$ cat src/design/assert_macros.svh
// Assertion macros used by the level-set normal top-level design file.
`ifndef ASSERT_MACROS_SVH
`define ASSERT_MACROS_SVH

// Clocked assertion, disabled while reset is low.
`define ASSERT_CLK(label, clk, rst_n, prop, msg) \
  label: assert property (@(posedge clk) disable iff (!rst_n) prop) else $error(msg);

// Clocked assertion that is also checked during reset.
`define ASSERT_ALWAYS(label, clk, prop, msg) \
  label: assert property (@(posedge clk) prop) else $error(msg);

`endif

$ cat src/design/lsn_sqrt.sv
// Pipelined integer square root, one root bit per stage, with sideband.
`default_nettype none
module lsn_sqrt #(
  parameter int RAD_W  = 64,
  parameter int SIDE_W = 1
) (
  input  wire logic                 clk_i,
  input  wire logic                 en_i,
  input  wire logic [RAD_W-1:0]     rad_i,
  input  wire logic [SIDE_W-1:0]    side_i,
  output logic      [RAD_W/2-1:0]   root_o,
  output logic      [SIDE_W-1:0]    side_o
);

  localparam int ROOT_W = RAD_W / 2;

  logic [ROOT_W:0]   rem  [ROOT_W+1];
  logic [RAD_W-1:0]  rad  [ROOT_W+1];
  logic [ROOT_W-1:0] root [ROOT_W+1];
  logic [SIDE_W-1:0] side [ROOT_W+1];

  assign rem[0]  = '0;
  assign rad[0]  = rad_i;
  assign root[0] = '0;
  assign side[0] = side_i;

  for (genvar s = 0; s < ROOT_W; s++) begin : g_stage
    logic [ROOT_W+2:0] cur;
    logic [ROOT_W+2:0] trial;
    logic              ge;
    logic [ROOT_W+2:0] diff;
    always_comb begin
      cur   = {rem[s], rad[s][RAD_W-1 -: 2]};
      trial = {1'b0, root[s], 2'b01};
      ge    = cur >= trial;
      diff  = cur - trial;
    end
    always_ff @(posedge clk_i) begin
      if (en_i) begin
        rem[s+1]  <= ge ? diff[ROOT_W:0] : cur[ROOT_W:0];
        rad[s+1]  <= rad[s] << 2;
        root[s+1] <= {root[s][ROOT_W-2:0], ge};
        side[s+1] <= side[s];
      end
    end
  end

  assign root_o = root[ROOT_W];
  assign side_o = side[ROOT_W];

endmodule
`default_nettype wire

$ cat config.mk
export PLATFORM = sky130hd
export DESIGN_NAME = lsn_sqrt
export DESIGN_NICKNAME = d
export VERILOG_FILES = /design/src/design/assert_macros.svh /design/src/design/lsn_sqrt.sv
export SDC_FILE = /design/constraint.sdc
export NUM_CORES = 2
export LEC_CHECK = 0
export BUFFER_PORTS_ARGS = -buffer_cell sky130_fd_sc_hd__clkbuf_2
export CAP_MARGIN = 30
export CORE_AREA = 10 10 455 457
export CTS_BUF_LIST = sky130_fd_sc_hd__clkbuf_4 sky130_fd_sc_hd__clkbuf_8
export CTS_CLUSTER_DIAMETER = 40
export DETAILED_ROUTE_END_ITERATION = 10
export DIE_AREA = 0 0 465 467
export GPL_TIMING_DRIVEN = 0
export MAX_ROUTING_LAYER = met4
export PLACE_DENSITY = 0.83
export SLEW_MARGIN = 20
export SYNTH_ARGS = -nofsm -noshare
export SYNTH_HDL_FRONTEND = slang
export SYNTH_SLANG_ARGS = --single-unit
$ cat constraint.sdc
create_clock -name clk_i -period 3.8 [get_ports clk_i]
set_input_delay 0.76 -clock clk_i [delete_from_list [all_inputs] [get_ports clk_i]]
set_output_delay 0.76 -clock clk_i [all_outputs]
set_load 0.02 [all_outputs]
==> run_results.csv <==
group,metric,value,unit
timing,grt_setup_unrepaired,"yes",
pwr,leakage,51.2,nW
critical_path,startpoint,"g_stage[9].cur[14]$_DFFE_PP_",
pwr,p_per_area,601,mW/mm^2
synthesis,number_of_flops_mapped_to_enable_cells_by_yosys,2527,
timing,final.min_clock_period,3.75,ns
clock_network,clkTransAtPathRegs,0.06,ns
timing,period_share,98.8,%
timing,setup_tns,0,ns
status,run_status,"complete, no violations",
routing,routed-via-count,73800,
synthesis,yosys-top-cells-count,"sky130_fd_sc_hd__edfxtp_1 (2527), sky130_fd_sc_hd__inv_1 (729), sky130_fd_sc_hd__nand2_1 (604)",
critical_path,arrival,4.58,ns
routing,detail-route-antenna-nets,0,
clock_network,clock_sinks,2527,
routing,total_wire_length_after_detailed_routing,252000,um
pwr,power.ir.vdd_worst,0.000453,V
critical_path,slowest_delay,0.59,ns
synthesis,async_reset_ff_share,0,%
layout,final_cell_count_no_fill,12800,
synthesis,synth_compound_area_share,9.64,%
floorplan,floorplan.die_area,0.217,mm^2
floorplan,num_rows,164,
grt,first_global_vias,73300,
synthesis,synthAdderAreaFrac,5.96,%
critical_path,worst_endpoint_required_time,4.63,ns
synthesis,yosys-mux-area-fraction,1.22,%
synthesis,synth_cell_types,91,
routing,route.detailed.vias_per_inst,5.78,
place,placed_cells,11900,
routing,post-route-drc-count,0,
critical_path,timing.critical_path.from_type,"flop",
clock_network,cts_tree,"done",
timing,number_of_setup_violations_in_the_final_report,0,
synthesis,synthMostInstantiatedCell,"sky130_fd_sc_hd__edfxtp_1",
grt,met3_track_demand_over_resource_in_global_routing,3.56,%
critical_path,r2r.worst_path.cells,10,
grt,grt.total_usage,23.5,%
grt,antenna_found_initial,4,
critical_path,cell_type_of_the_slowest_stage_on_the_worst_timing_path,"sky130_fd_sc_hd__or4_4",
clock_network,cts_inserted_buffers,434,
synthesis,mappedNetlistNets,9754,
clock_network,ctsRootBufferMaster,"sky130_fd_sc_hd__clkbuf_8",
synthesis,synthesis.area_per_instance,12.9,um^2
timing,timing_max_transition_violations_final,0,
critical_path,critPathCaptureType,"flop",
grt,grt-busiest-layer,"met2",
synthesis,syn-instance-count,9126,
layout,layout.nets,10400,
layout,flow.area_growth_from_synthesis,12.6,%
timing,clock-skew-final,0.0713,ns
place,dp_hpwl,181000,um
grt,globalRouteMet2Util,38.9,%
grt,grt_start_max_net_pins,109,
synthesis,area_share_of_the_largest_cell_type_after_synthesis,64.4,%
synthesis,ys_warn_count,0,
min_path,hold-path-cell-count,1,
synthesis,main_combinational_cell_family_by_area_after_synthesis,"simple AND/OR/NAND/NOR gates",
routing,detailed_routing_iterations_pass_1,6,
min_path,worst_hold_path_type,"in -> reg",
critical_path,r2r_start,"g_stage[9].cur[14]$_DFFE_PP_",
clock_network,htree_num_levels,5,
layout,filler_cell_count,14200,
routing,route.detailed.wl_per_inst,19.7,um
timing,max_slew_margin,32.6,%
timing,max_slew.worst_pin.slew,1.00,ns
critical_path,worst-path-stages,10,
clock_network,clock_insertion_delay_worst_skew,1.11,ns
floorplan,design.core.area,0.198,mm^2
min_path,min-delay-start,"en_i",
synthesis,synth_area_leaders,"sky130_fd_sc_hd__edfxtp_1 (64%), sky130_fd_sc_hd__ha_1 (6.0%), sky130_fd_sc_hd__xor2_1 (3.0%), sky130_fd_sc_hd__xnor2_1 (2.9%), sky130_fd_sc_hd__a21oi_1 (2.3%)",
run,drv_cap,0,
routing,drt_iter0_drc,6497,
grt,grt-ovfl-total,0,
critical_path,worstPathMaxFanout,10,
critical_path,timing.critical_path.buf_inv,1,
clock_network,max-clock-path-buffers,4,
synthesis,synth_xor_area_share,5.89,%
place,buffer_ports.inserted,99,
layout,share_of_cells_above_drive_strength_1,11.5,%
synthesis,netlist_area,0.118,mm^2
timing,fmaxAchievable,0.266,GHz
synthesis,ys.flop_type,"sky130_fd_sc_hd__edfxtp_1",
critical_path,crit_path_max_delay_family,"simple AND/OR/NAND/NOR gates",
critical_path,critPathKind,"reg -> reg",
grt,met1_usage,29.4,%
grt,global_route_wire_length_before_repair,397000,um
synthesis,synth_simple_gate_area_share,10.0,%
layout,share_of_the_core_filled_with_cells,66.9,%
floorplan,die_extent_in_x,465,um
floorplan,top_level_ports,100,
synthesis,yosys.area.top_type,"sky130_fd_sc_hd__edfxtp_1",
timing,layout_setup_ws,0.0451,ns
critical_path,path_cells,"or4_4, or4_1, or2_4, or4_4, and3_4, and3_4, buf_6, or3_4, nor4_4, xor2_1",
synthesis,yosys_register_bits,2527,
timing,hold_viol_final,0,
floorplan,die_height,467,um
place,place_ws,-0.922,ns
timing,fin_worst_hold_slack,0.137,ns
floorplan,floorplan.initialDensity,59.4,%
synthesis,yosysSeqAreaShare,64.4,%
place,place.gp.congestion,0.953,
-- metal layers --
layer | wire length (um) | vias to the layer above
met4 | 8550 | 0
met3 | 14000 | 545
met2 | 125000 | 2288
li1 | - | 35300
met1 | 104000 | 35700
met5 | 0 | -
-- area by class of cell --
type                            count  area (um^2)  share of cell area [%]
Tap cell                         2656         3320                    2.51
Timing Repair Buffer              222         2150                    1.62
Clock inverter                    225         1910                    1.44
Clock buffer                      545         6830                    5.14
Sequential cell                  2527        75900                    57.2
Antenna cell                        5         12.5                 0.00943
Buffer                            176          792                   0.597
Multi-Input combinational cell   5687        39000                    29.4
Inverter                          731         2740                    2.07
-- kinds of logic after synthesis --
group / after synthesis
AO/OA/AOI/OAI: 1817
XOR/XNOR: 792
adder cells (fa/ha/maj): 561
buffers and inverters: 912
flip-flops: 2527
multiplexers: 129
other: 1
AND/OR/NAND/NOR: 2387
-- layout by cell type, fill, tap and decap left out, drive strengths merged, types with 230 or more instances in the layout --
master  Yosys  routed
nor3      234     234
o21ai     452     452
xor2      399     399
edfxtp   2527    2527
nand2     604     604
clkbuf    159     798
ha        561     561
xnor2     393     393
inv       731     739
a21oi     551     551
a21o      230     230
nor2      597     597
-- state kept, by name (all words and copies together) (netlist names) --
name / cells
root_o: 32
side: 31
rad: 930
g_stage.trial: 496
g_stage.cur: 1037
side_o: 1
-- stage by stage --
step,power [mW],cell area (um^2)
floorplan,49.5,118000
global placement,52.2,122000
detailed placement,55.2,122000
CTS,80.2,132000
global route,84.0,133000
finish,79.8,133000
-- path summary, 6_finish.rpt --
check	slack (ns)	end
hold reg to reg	0.36	rad[1816]$_DFFE_PP_
hold / removal	0.14	rad[1957]$_DFFE_PP_
setup / recovery	0.05	g_stage[10].cur[16]$_DFFE_PP_
setup reg to reg	0.05	g_stage[10].cur[16]$_DFFE_PP_
-- power by group --
part | leakage, nW | total [mW] | switching (mW) | internal (mW)
clock | 4.54 | 24.6 | 10.8 | 13.8
combinational | 22.4 | 17.5 | 10.3 | 7.19
sequential | 24.3 | 37.6 | 2.35 | 35.3
total | 51.2 | 79.8 | 23.5 | 56.3
-- worst register-to-register path, stage by stage, from the launching register on --
cell                       delay [ns]
sky130_fd_sc_hd__edfxtp_1        0.42
sky130_fd_sc_hd__or4_4           0.59
sky130_fd_sc_hd__or4_1           0.44
sky130_fd_sc_hd__or2_4           0.27
sky130_fd_sc_hd__or4_4           0.56
sky130_fd_sc_hd__and3_4          0.20
sky130_fd_sc_hd__and3_4          0.15
sky130_fd_sc_hd__buf_6           0.14
sky130_fd_sc_hd__or3_4           0.41
sky130_fd_sc_hd__nor4_4          0.18
sky130_fd_sc_hd__xor2_1          0.12
-- repair_timing --
item | 4_1_cts | 5_1_grt
pin swaps | 6 | 12
hold buffers | 66 | 0
setup buffers | 9 | 17
endpoints found under the setup margin | 430 | 462
endpoints found under the hold margin | 66 | 0
gates resized for setup | 92 | 128
Note: power is estimated with default switching activity, not from simulation.
